$ cat config.mk
export PLATFORM = sky130hd
export DESIGN_NAME = polynomial_store_and_evaluate_top
export DESIGN_NICKNAME = d
export VERILOG_FILES = /design/src/rtl/pse_pkg.sv /design/src/rtl/pse_seq.sv /design/src/rtl/polynomial_store_and_evaluate_top.sv
export SDC_FILE = /design/constraint.sdc
export NUM_CORES = 2
export LEC_CHECK = 0
export ABC_AREA = 1
export BUFFER_PORTS_ARGS = -buffer_cell sky130_fd_sc_hd__buf_2
export CAP_MARGIN = 20
export CORE_ASPECT_RATIO = 0.8
export CORE_UTILIZATION = 50
export DETAILED_ROUTE_END_ITERATION = 10
export GPL_ROUTABILITY_DRIVEN = 0
export MAX_ROUTING_LAYER = met4
export PLACE_DENSITY_LB_ADDON = 0.12
export SETUP_SLACK_MARGIN = 0.4
export SLEW_MARGIN = 10
export SYNTH_ARGS = -nofsm -noshare
export SYNTH_HDL_FRONTEND = slang
export SYNTH_HIERARCHICAL = 1
export SYNTH_SLANG_ARGS = --single-unit
$ cat constraint.sdc
create_clock -name i_clk -period 14.5 [get_ports i_clk]
set_input_delay 0 -clock i_clk [delete_from_list [all_inputs] [get_ports i_clk]]
set_output_delay 0 -clock i_clk [all_outputs]
set_load 0.05 [all_outputs]
$ cat src/rtl/pse_pkg.sv
// Shared types, microcode control word and microcode table for the polynomial evaluator.
package pse_pkg;

    localparam int TERM_COUNT_DEF = 16;

    typedef enum logic [1:0] {
        OP_WRITE = 2'd0,
        OP_ADD   = 2'd1,
        OP_EVAL  = 2'd2
    } t_op;

    typedef enum logic [2:0] {
        ST_IDLE    = 3'd0,
        ST_WRITE   = 3'd1,
        ST_ADD_RD  = 3'd2,
        ST_ADD_WR  = 3'd3,
        ST_NULL    = 3'd4,
        ST_EV_INIT = 3'd5,
        ST_EV_LOOP = 3'd6
    } t_step;

    typedef enum logic [1:0] {
        RD_IDX  = 2'd0,
        RD_TOP  = 2'd1,
        RD_DOWN = 2'd2
    } t_rd_src;

    typedef enum logic {
        WR_CV  = 1'b0,
        WR_SUM = 1'b1
    } t_wr_src;

    typedef enum logic [1:0] {
        RES_ZERO  = 2'd0,
        RES_WRITE = 2'd1,
        RES_ADD   = 2'd2,
        RES_MAC   = 2'd3
    } t_res_sel;

    typedef enum logic [1:0] {
        EM_NONE = 2'd0,
        EM_NOW  = 2'd1,
        EM_LAST = 2'd2
    } t_emit;

    typedef enum logic [1:0] {
        SEQ_GOTO     = 2'd0,
        SEQ_DISPATCH = 2'd1,
        SEQ_LOOP     = 2'd2
    } t_seq;

    typedef struct packed {
        logic     busy;
        logic     rd_en;
        t_rd_src  rd_src;
        logic     wr_en;
        t_wr_src  wr_src;
        logic     cnt_load;
        logic     cnt_dec;
        logic     acc_clr;
        logic     acc_mac;
        t_emit    emit;
        t_res_sel res_sel;
        t_seq     seq;
        t_step    target;
    } t_uword;

    // Microcode ROM: one control word per step
    function automatic t_uword f_ucode(t_step s);
        t_uword w;
        w = '0;
        w.busy   = 1'b1;
        w.seq    = SEQ_GOTO;
        w.target = ST_IDLE;
        case (s)
            ST_IDLE: begin
                w.busy = 1'b0;
                w.seq  = SEQ_DISPATCH;
            end
            ST_WRITE: begin
                w.wr_en   = 1'b1;
                w.wr_src  = WR_CV;
                w.emit    = EM_NOW;
                w.res_sel = RES_WRITE;
            end
            ST_ADD_RD: begin
                w.rd_en  = 1'b1;
                w.rd_src = RD_IDX;
                w.target = ST_ADD_WR;
            end
            ST_ADD_WR: begin
                w.wr_en   = 1'b1;
                w.wr_src  = WR_SUM;
                w.emit    = EM_NOW;
                w.res_sel = RES_ADD;
            end
            ST_NULL: begin
                w.emit    = EM_NOW;
                w.res_sel = RES_ZERO;
            end
            ST_EV_INIT: begin
                w.rd_en    = 1'b1;
                w.rd_src   = RD_TOP;
                w.cnt_load = 1'b1;
                w.acc_clr  = 1'b1;
                w.target   = ST_EV_LOOP;
            end
            ST_EV_LOOP: begin
                w.rd_en   = 1'b1;
                w.rd_src  = RD_DOWN;
                w.cnt_dec = 1'b1;
                w.acc_mac = 1'b1;
                w.emit    = EM_LAST;
                w.res_sel = RES_MAC;
                w.seq     = SEQ_LOOP;
                w.target  = ST_IDLE;
            end
            default: begin
                w.seq    = SEQ_GOTO;
                w.target = ST_IDLE;
            end
        endcase
        return w;
    endfunction

endpackage

$ cat src/rtl/pse_seq.sv
// Microcode sequencer: step counter, dispatch on operation and loop jump.
module pse_seq (
    input  logic            i_clk,
    input  logic            i_rst_n,
    input  logic            i_start,
    input  logic [1:0]      i_operation,
    input  logic            i_cnt_zero,
    output pse_pkg::t_uword o_uword,
    output logic            o_busy
);
    import pse_pkg::*;

    t_step  r_step;
    t_step  n_step;
    t_uword w_uword;

    always_ff @(posedge i_clk) begin
        if (!i_rst_n) begin
            r_step <= ST_IDLE;
        end else begin
            r_step <= n_step;
        end
    end

    // next step
    always_comb begin
        n_step = r_step;
        case (w_uword.seq)
            SEQ_GOTO: begin
                n_step = w_uword.target;
            end
            SEQ_DISPATCH: begin
                if (i_start) begin
                    case (t_op'(i_operation))
                        OP_WRITE: n_step = ST_WRITE;
                        OP_ADD:   n_step = ST_ADD_RD;
                        OP_EVAL:  n_step = ST_EV_INIT;
                        default:  n_step = ST_NULL;
                    endcase
                end
            end
            SEQ_LOOP: begin
                if (i_cnt_zero) begin
                    n_step = w_uword.target;
                end
            end
            default: begin
                n_step = ST_IDLE;
            end
        endcase
    end

    // control word
    always_comb begin
        w_uword = f_ucode(r_step);
        o_uword = w_uword;
        o_busy  = w_uword.busy;
    end

endmodule

$ cat src/rtl/polynomial_store_and_evaluate_top.sv
// Evaluate runs on the single multiply-add unit, fed one coefficient per cycle from the
// store's read port. A transaction is taken only while busy is low; for write and add
// the next transaction is taken while a result shows.
// Reset (synchronous, active low) idles the sequencer and marks every coefficient zero.
// Results cannot be stalled by the receiver.
module polynomial_store_and_evaluate_top #(
    parameter int TERM_COUNT = pse_pkg::TERM_COUNT_DEF
) (
    input  logic        i_clk,
    input  logic        i_rst_n,
    input  logic        start,
    output logic        busy,
    input  logic [1:0]  i_operation,
    input  logic [3:0]  i_exponent_index,
    input  logic [31:0] i_coefficient_value,
    input  logic [31:0] i_x_value,
    output logic        o_result_valid,
    output logic [31:0] o_poly_value,
    output logic        o_saturated
);
    import pse_pkg::*;

    localparam int AW = (TERM_COUNT > 1) ? $clog2(TERM_COUNT) : 1;
    localparam logic [31:0] Q_MAX = 32'h7FFF_FFFF;
    localparam logic [31:0] Q_MIN = 32'h8000_0000;

    // saturating add, overflow flag in bit 32 of the return value
    function automatic logic [32:0] f_sat_add(logic [31:0] a, logic [31:0] b);
        logic [32:0] s;
        logic        ovf;
        s   = {a[31], a} + {b[31], b};
        ovf = (s[32] != s[31]);
        if (ovf) begin
            return {1'b1, (s[32] ? Q_MIN : Q_MAX)};
        end
        return {1'b0, s[31:0]};
    endfunction

    t_uword w_uw;
    logic   w_busy;

    logic [3:0]    r_idx;
    logic [31:0]   r_cv;
    logic [31:0]   r_x;

    logic [31:0]   r_mem [TERM_COUNT];
    logic [TERM_COUNT-1:0] r_vld;
    logic [31:0]   r_rd_data;
    logic          r_rd_vld;

    logic [AW-1:0] r_cnt;
    logic [31:0]   r_acc;
    logic          r_sat;

    logic          r_result_valid;
    logic [31:0]   r_poly_value;
    logic          r_saturated;
    logic          n_result_valid;
    logic [31:0]   n_poly_value;
    logic          n_saturated;

    logic          w_accept;
    logic          w_idx_ok;
    logic          w_cnt_zero;
    logic [AW-1:0] w_idx_addr;
    logic [AW-1:0] w_rd_addr;
    logic          w_rd_en;
    logic [31:0]   w_coef;
    logic [32:0]   w_upd;
    logic [31:0]   w_wr_data;

    logic signed [63:0] w_prod;
    logic signed [63:0] w_prod_rnd;
    logic [47:0]   w_mul_q;
    logic          w_mul_ovf;
    logic [31:0]   w_mul_sat;
    logic [32:0]   w_mac;

    pse_seq u_seq (
        .i_clk       (i_clk),
        .i_rst_n     (i_rst_n),
        .i_start     (start),
        .i_operation (i_operation),
        .i_cnt_zero  (w_cnt_zero),
        .o_uword     (w_uw),
        .o_busy      (w_busy)
    );

    assign busy       = w_busy;
    assign w_accept   = start && !w_busy;
    assign w_idx_ok   = (32'(r_idx) < 32'(TERM_COUNT));
    assign w_cnt_zero = (r_cnt == '0);
    assign w_idx_addr = AW'(r_idx);

    // read address and enable; never read outside the store
    always_comb begin
        w_rd_addr = w_idx_addr;
        w_rd_en   = 1'b0;
        case (w_uw.rd_src)
            RD_IDX: begin
                w_rd_addr = w_idx_addr;
                w_rd_en   = w_uw.rd_en && w_idx_ok;
            end
            RD_TOP: begin
                w_rd_addr = AW'(TERM_COUNT - 1);
                w_rd_en   = w_uw.rd_en;
            end
            RD_DOWN: begin
                w_rd_addr = r_cnt - 1'b1;
                w_rd_en   = w_uw.rd_en && !w_cnt_zero;
            end
            default: begin
                w_rd_addr = w_idx_addr;
                w_rd_en   = 1'b0;
            end
        endcase
    end

    // entries never written read as zero
    assign w_coef    = r_rd_vld ? r_rd_data : 32'd0;
    assign w_upd     = f_sat_add(w_coef, r_cv);
    assign w_wr_data = (w_uw.wr_src == WR_SUM) ? w_upd[31:0] : r_cv;

    // Horner step: sat(sat(acc * x) + coef), product rounded half up
    assign w_prod     = $signed(r_acc) * $signed(r_x);
    assign w_prod_rnd = w_prod + 64'sd32768;
    assign w_mul_q    = w_prod_rnd[63:16];
    assign w_mul_ovf  = !((&w_mul_q[47:31]) || !(|w_mul_q[47:31]));
    assign w_mul_sat  = w_mul_ovf ? (w_mul_q[47] ? Q_MIN : Q_MAX) : w_mul_q[31:0];
    assign w_mac      = f_sat_add(w_mul_sat, w_coef);

    always_ff @(posedge i_clk) begin
        if (w_accept) begin
            r_idx <= i_exponent_index;
            r_cv  <= i_coefficient_value;
            r_x   <= i_x_value;
        end
    end

    always_ff @(posedge i_clk) begin
        if (w_uw.wr_en && w_idx_ok) begin
            r_mem[w_idx_addr] <= w_wr_data;
        end
        if (w_rd_en) begin
            r_rd_data <= r_mem[w_rd_addr];
        end
    end

    always_ff @(posedge i_clk) begin
        if (!i_rst_n) begin
            r_vld    <= '0;
            r_rd_vld <= 1'b0;
        end else begin
            if (w_uw.wr_en && w_idx_ok) begin
                r_vld[w_idx_addr] <= 1'b1;
            end
            if (w_rd_en) begin
                r_rd_vld <= r_vld[w_rd_addr];
            end
        end
    end

    always_ff @(posedge i_clk) begin
        if (w_uw.cnt_load) begin
            r_cnt <= AW'(TERM_COUNT - 1);
        end else if (w_uw.cnt_dec) begin
            r_cnt <= r_cnt - 1'b1;
        end
        if (w_uw.acc_clr) begin
            r_acc <= 32'd0;
            r_sat <= 1'b0;
        end else if (w_uw.acc_mac) begin
            r_acc <= w_mac[31:0];
            r_sat <= r_sat | w_mul_ovf | w_mac[32];
        end
    end

    // result register
    always_comb begin
        n_result_valid = (w_uw.emit == EM_NOW) || ((w_uw.emit == EM_LAST) && w_cnt_zero);
        n_poly_value   = 32'd0;
        n_saturated    = 1'b0;
        case (w_uw.res_sel)
            RES_ZERO: begin
                n_poly_value = 32'd0;
                n_saturated  = 1'b0;
            end
            RES_WRITE: begin
                n_poly_value = w_idx_ok ? r_cv : 32'd0;
                n_saturated  = 1'b0;
            end
            RES_ADD: begin
                n_poly_value = w_idx_ok ? w_upd[31:0] : 32'd0;
                n_saturated  = w_idx_ok && w_upd[32];
            end
            RES_MAC: begin
                n_poly_value = w_mac[31:0];
                n_saturated  = r_sat | w_mul_ovf | w_mac[32];
            end
            default: begin
                n_poly_value = 32'd0;
                n_saturated  = 1'b0;
            end
        endcase
    end

    always_ff @(posedge i_clk) begin
        if (!i_rst_n) begin
            r_result_valid <= 1'b0;
        end else begin
            r_result_valid <= n_result_valid;
        end
    end

    always_ff @(posedge i_clk) begin
        if (n_result_valid) begin
            r_poly_value <= n_poly_value;
            r_saturated  <= n_saturated;
        end
    end

    assign o_result_valid = r_result_valid;
    assign o_poly_value   = r_poly_value;
    assign o_saturated    = r_saturated;

endmodule

* After elaboration in Yosys (flattened, before gate mapping)
Memory sizes are Yosys's and may differ from the RTL's. A register that Yosys moved wholly into a read port is not among the register bits.
Cells that the tools add are included.
** Word-level totals
- Output and inout port bits :: 35
- Register bits :: 159
- RAM bits :: 512
- Word-level logic and storage cells :: 99
- Memories :: 1
** Memories
- r_mem :: depth 16, bits a word 32, rd ports 1, clocked after memory_dff 1, write ports 1, RTL line polynomial_store_and_evaluate_top.sv:46 : logic [31:0] r_mem [TERM_COUNT];
** Operators by class
- $add $sub $neg :: 4
- Mux-type cells :: 34
- Eq/ne operators :: 21
- Reduce and logical (&&, ||, !) cells :: 20
- $mul :: 1
- Magnitude comparators :: 3
- Bitwise logic cells :: 3
** Operators with widths (count)
- $mux 32 :: 6
- $mux 33 :: 4
- $pmux 32 s4 :: 1
- $add 32x32->33 :: 2
- $add 64x17->64 const B :: 1
- $mul 32x32->64 :: 1
- $pmux 3 s3 :: 3
- $reduce_and 17->1 :: 1
- $reduce_or 17->1 :: 1
- $or 16x16->16 :: 1
- $pmux 4 s4 :: 1
- $eq 2x2->1 const B :: 6
- $eq 2x1->1 const B :: 5
- $lt 4x5->1 const B :: 2
- $eq 3x3->1 const B :: 3
- $mux 1 :: 9
- $logic_not 2->1 :: 4
- $pmux 2 s2 :: 2
- $pmux 4 s2 :: 1
- $eq 3x2->1 const B :: 2
- $mux 3 :: 2
- $pmux 3 s2 :: 1
- $bmux 1 s4 :: 1
- $demux 1 s4 :: 1
- 15 further kinds :: 25

* Logic depth before layout (Yosys ltp)
- Word-level depth :: 12
- Mapped depth :: 57
- Gate-level depth less buffers :: 55

* Cells and area by module
Netlist, hierarchy kept.
** Modules (own cells, without submodules)
- polynomial_store_and_evaluate_top :: times used 1, cells each 7715, area an instance 69745.6 um^2, seq. area each 20469.6 um^2
- pse_seq :: times used 1, cells each 54, area an instance 337.8 um^2, seq. area each 60.1 um^2

* Worst setup path before layout
No wires, ideal clock.
- Path type :: reg2reg
- Start :: register r_acc[31]
- End :: register r_saturated, in the netlist o_saturated (data pin)
- Arrival time :: 10101 ps
- Path slack :: 4146 ps
- Library setup time :: 253 ps
- Required time :: 14247 ps
- Stages on the path, launching flop included :: 54
- Buffers on the path :: 4
- Cells stage by stage :: dfxtp_1 > clkbuf_1 > clkbuf_1 > nand2_1 > inv_1 > fa_1 > fa_1 > fa_1 > inv_1 > fa_1 > inv_1 > fa_1 > fa_1 > inv_1 > fa_1 > fa_1 > inv_1 > ha_1 > [... 18 more ...] > ha_1 > inv_1 > fa_1 > nand3b_1 > nand2_1 > nand3_1 > nand2_1 > nand4_1 > nand2_1 > nand2_1 > nand2_1 > xor2_1 > nor2_1 > clkbuf_2 > nor2_1 > nand3_1 > nand2_1 > nand2_1
** On the way
- Cells in the longest elaborated chain, start to end :: 12
** Ends and longest elaborated chain
- start: declaration :: RTL line polynomial_store_and_evaluate_top.sv:52 : logic [31:0] r_acc;
- start signal: assignment :: RTL line polynomial_store_and_evaluate_top.sv:173 : r_acc <= w_mac[31:0];
- $mul 32x32->64 (*) :: RTL line polynomial_store_and_evaluate_top.sv:125 : assign w_prod = $signed(r_acc) * $signed(r_x);
- $add 64x17->64 (*) :: RTL line polynomial_store_and_evaluate_top.sv:126 : assign w_prod_rnd = w_prod + 64'sd32768;
- $reduce_or 17->1 :: RTL line polynomial_store_and_evaluate_top.sv:128 : assign w_mul_ovf = !((&w_mul_q[47:31]) || !(|w_mul_q[47:31]));
- $logic_not 1->1 :: RTL line polynomial_store_and_evaluate_top.sv:128
- $logic_or 1x1->1 :: RTL line polynomial_store_and_evaluate_top.sv:128
- $mux 32 :: RTL line polynomial_store_and_evaluate_top.sv:129 : assign w_mul_sat = w_mul_ovf ? (w_mul_q[47] ? Q_MIN : Q_MAX) : w_mul_q[31:0];
- $add 32x32->33 :: RTL line polynomial_store_and_evaluate_top.sv:31 : s = {a[31], a} + {b[31], b};
- $ne 1x1->1 :: RTL line polynomial_store_and_evaluate_top.sv:32 : ovf = (s[32] != s[31]);
- $mux 1 :: RTL line polynomial_store_and_evaluate_top.sv:33 : if (ovf) begin
- $mux 33 :: RTL line polynomial_store_and_evaluate_top.sv:36 : return {1'b0, s[31:0]};
- $or 1x1->1 (*) :: RTL line polynomial_store_and_evaluate_top.sv:198 : n_saturated = r_sat | w_mul_ovf | w_mac[32];
- $pmux 1 s3 (*) :: RTL line polynomial_store_and_evaluate_top.sv:183 : case (w_uw.res_sel)
- via n_saturated :: RTL line polynomial_store_and_evaluate_top.sv:60 : logic n_saturated;
- end signal: assignment :: RTL line polynomial_store_and_evaluate_top.sv:218 : r_saturated <= n_saturated;
- end: declaration :: RTL line polynomial_store_and_evaluate_top.sv:57 : logic r_saturated;
Mark *: on every way through the listed nets, which the timed path passes. The rest lies on a longest branch.
A chain may end at the register's enable or synchronous reset.

* Worst setup path in the final report
- Start :: register r_acc[31]
- End :: register r_poly_value[2], in the netlist o_poly_value[2] (data pin)
** On the way
- Cells in the longest elaborated chain, start to end :: 11
** Ends and longest elaborated chain
- $mul 32x32->64 (*) :: RTL line polynomial_store_and_evaluate_top.sv:125
- $add 64x17->64 (*) :: RTL line polynomial_store_and_evaluate_top.sv:126
- $reduce_or 17->1 :: RTL line polynomial_store_and_evaluate_top.sv:128
- $logic_not 1->1 :: RTL line polynomial_store_and_evaluate_top.sv:128
- $logic_or 1x1->1 :: RTL line polynomial_store_and_evaluate_top.sv:128
- $mux 32 (*) :: RTL line polynomial_store_and_evaluate_top.sv:129
- $add 32x32->33 (*) :: RTL line polynomial_store_and_evaluate_top.sv:31
- $mux 32 / $ne 1x1->1 (equally long branches) :: RTL line polynomial_store_and_evaluate_top.sv:34, polynomial_store_and_evaluate_top.sv:32
- $mux 33 / $mux 1 (equally long branches) :: RTL line polynomial_store_and_evaluate_top.sv:33
- $mux 33 (*) :: RTL line polynomial_store_and_evaluate_top.sv:36
- $pmux 32 s4 (*) :: RTL line polynomial_store_and_evaluate_top.sv:183
- via n_poly_value[2] :: RTL line polynomial_store_and_evaluate_top.sv:59 : logic [31:0] n_poly_value;
- end signal: assignment :: RTL line polynomial_store_and_evaluate_top.sv:217 : r_poly_value <= n_poly_value;
- end: declaration :: RTL line polynomial_store_and_evaluate_top.sv:56 : logic [31:0] r_poly_value;
Mark *: on every way through the listed nets, which the timed path passes. The rest lies on a longest branch. The select of a mux whose other input is x is not followed.

==> run_results.csv <==
group,metric,value,unit
critical_path,cpMaxStageDelayCell,"fa_1",
sta,fin_tns_setup,0,ns
cells_and_area,layout-drive-gt1-share,5.367,%
cts,clockBufferDepth,3,
yosys,ys_warn_count,6,
critical_path,cpMostUsedCell,"nand2_1",
cts,clk_latency,0.67,ns
floorplanning,start_util,50.50,%
sta,period_needed,12.76,ns
grt,grt_start_max_net_pins,121,
floorplanning,core.rowCount,122,
place,port_buffers,107,
cts,cts_resized,0,
sta,skew,0.03199,ns
cts,cts_tree,"done",
route,wirelength,202500,µm
place,dp_hpwl,153600,µm
critical_path,endpoint_kind,"flop",
place,dp_cells,9471,
yosys,syn_nets,9170,
flow_run,cap_violations,0,
route,route.antenna.remaining_nets,0,
floorplanning,die_h,336.8,µm
route,dr.pass1.iters,6,
grt,grt_pass1_vias,52804,
sta,holdWs,0.04605,ns
grt,overflow,0,
place,post_dp_cell_area,72510,µm²
critical_path,start_kind,"flop",
grt,grt.total_usage,30.07,%
cts,h-tree-depth,3,
sta,rsz0062_at_grt,"no",
sta,drv_slew,0,
cts,cts.clk_slew.worst_paths,0.07,ns
route,post_drt_wl_per_cell,20.91,µm
sta,clock.fmax,78.35,MHz
yosys,syn_inst,7766,
floorplanning,fp.dieW,420.5,µm
critical_path,crit_required,15.02,ns
floorplanning,dieArea,141600,µm²
route,drt_first_iter_violations,4922,
floorplanning,io_pins,108,
critical_path,cpPeakStageDelay,0.95,ns
cells_and_area,ff_latch_area,20530,µm²
sta,finalSetupViolations,0,
cts,postCtsSetupBuffers,0,
cts,cts.sinks,703,
critical_path,crit_family,"adder cells",
sta,worst_pin_slew,1.146,ns
cts,cts-root-buf,"clkbuf_16",
min_path,hold_path.class,"in -> reg",
yosys,syn_area,70070,µm²
sta,finalCritPeriodShare,88.02,%
cells_and_area,nets,9169,
grt,grt_pass1_wl,313300,µm
cells_and_area,fin_area,75790,µm²
route,num_vias,52067,
cts,cts-buffers-inserted,76,
critical_path,crit_fanout,33,
cells_and_area,multi_input_area,41460,µm²
cells_and_area,stdcell_count,9688,
critical_path,cp.arrival,13.29,ns
yosys,avgSynthCellArea,9.022,µm²
route,vias_per_cell,5.374,
route,drc,0,
critical_path,criticalPathCategory,"reg -> reg",
floorplanning,core_area,138800,µm²
cells_and_area,fillers,12443,
grt,antenna_found_initial,3,
cells_and_area,syn2layout_area_growth,8.159,%
sta,hold_viol_final,0,
sta,timing.slew.headroom,23.52,%
critical_path,crit_buf_inv,6,
status,outcome,"finished, final reports clean",
==> registers in the layout (all words and copies together) (netlist names) <==
name and flops:
r_mem 512, o_poly_value 32, r_acc 32, r_cv 32, r_rd_data 32, r_x 32
r_vld 16, r_cnt 4, r_idx 4, u_seq/r_step 3, o_result_valid 1, o_saturated 1
r_rd_vld 1, r_sat 1
==> area by class of cell <==
cell class | count | share of cell area [%]
clock buffers | 101 | 2.754
well taps | 1860 | 3.071
inverters | 1821 | 9.033
multi-input cells | 4872 | 54.71
clock inverters | 37 | 0.5267
diodes | 3 | 0.009906
repair buffers | 291 | 2.803
flip-flops and latches | 703 | 27.09
==> layer usage <==
metal | share of wire, % | track usage [%] | vias to the layer above
li1 | - | - | 23575
met1 | 43 | 41.54 | 26189
met2 | 47 | 47.70 | 2019
met3 | 7.7 | 3.217 | 284
met4 | 2.6 | 7.567 | 0
met5 | 0 | - | -
==> worst register-to-register path, delay by kind of cell (launching register included) <==
| family | cells | cell delay, ns |
|---|---|---|
| buf+inv | 6 | 1.35 |
| flops | 1 | 0.31 |
| simple gates | 25 | 4.44 |
| xor+xnor | 1 | 0.34 |
| fa+ha+maj | 11 | 5.82 |
| compound gates | 1 | 0.39 |
==> cell usage in the layout (no fill, tap or decap), drive strengths merged, types with 20 or more instances in the layout <==
cell type	instances
nand2	1833
inv	1827
fa	1084
edfxtp	645
nor2	569
o21ai	293
ha	247
buf	216
nand3	181
a21oi	175
clkbuf	101
dlygate4sd3	75
o211ai	71
o221ai	68
o32ai	64
mux2i	64
dfxtp	58
xor2	57
xnor2	52
clkinv	25
o21bai	23
nor3	20
==> final timing paths <==
check,startpoint,end,slack (ns),cells past startpoint
max,r_acc[31],o_poly_value[2],1.74,44
min,i_coefficient_value[7],r_cv[7],0.05,2
max reg2reg,r_acc[31],o_poly_value[2],1.74,44
min reg2reg,r_vld[0],r_vld[0],0.46,1
==> through the flow <==
step,setup slack (ns),util (%)
after detailed placement,1.884,52.26
after floorplan,4.146,-
after CTS,1.813,54.59
final,1.737,54.62
after global placement,2.148,52.26
after global routing,0.8229,54.61
==> what timing repair did <==
| action | 4_1_cts | 5_1_grt |
|---|---|---|
| endpoints found under the setup margin | 0 | 0 |
| hold endpoints to repair | 108 | 0 |
| hold buffers | 75 | 0 |
Power is left out: the tool's default activity adds up to more than one toggle a clock period on the data nets, which glitch-free logic cannot reach.
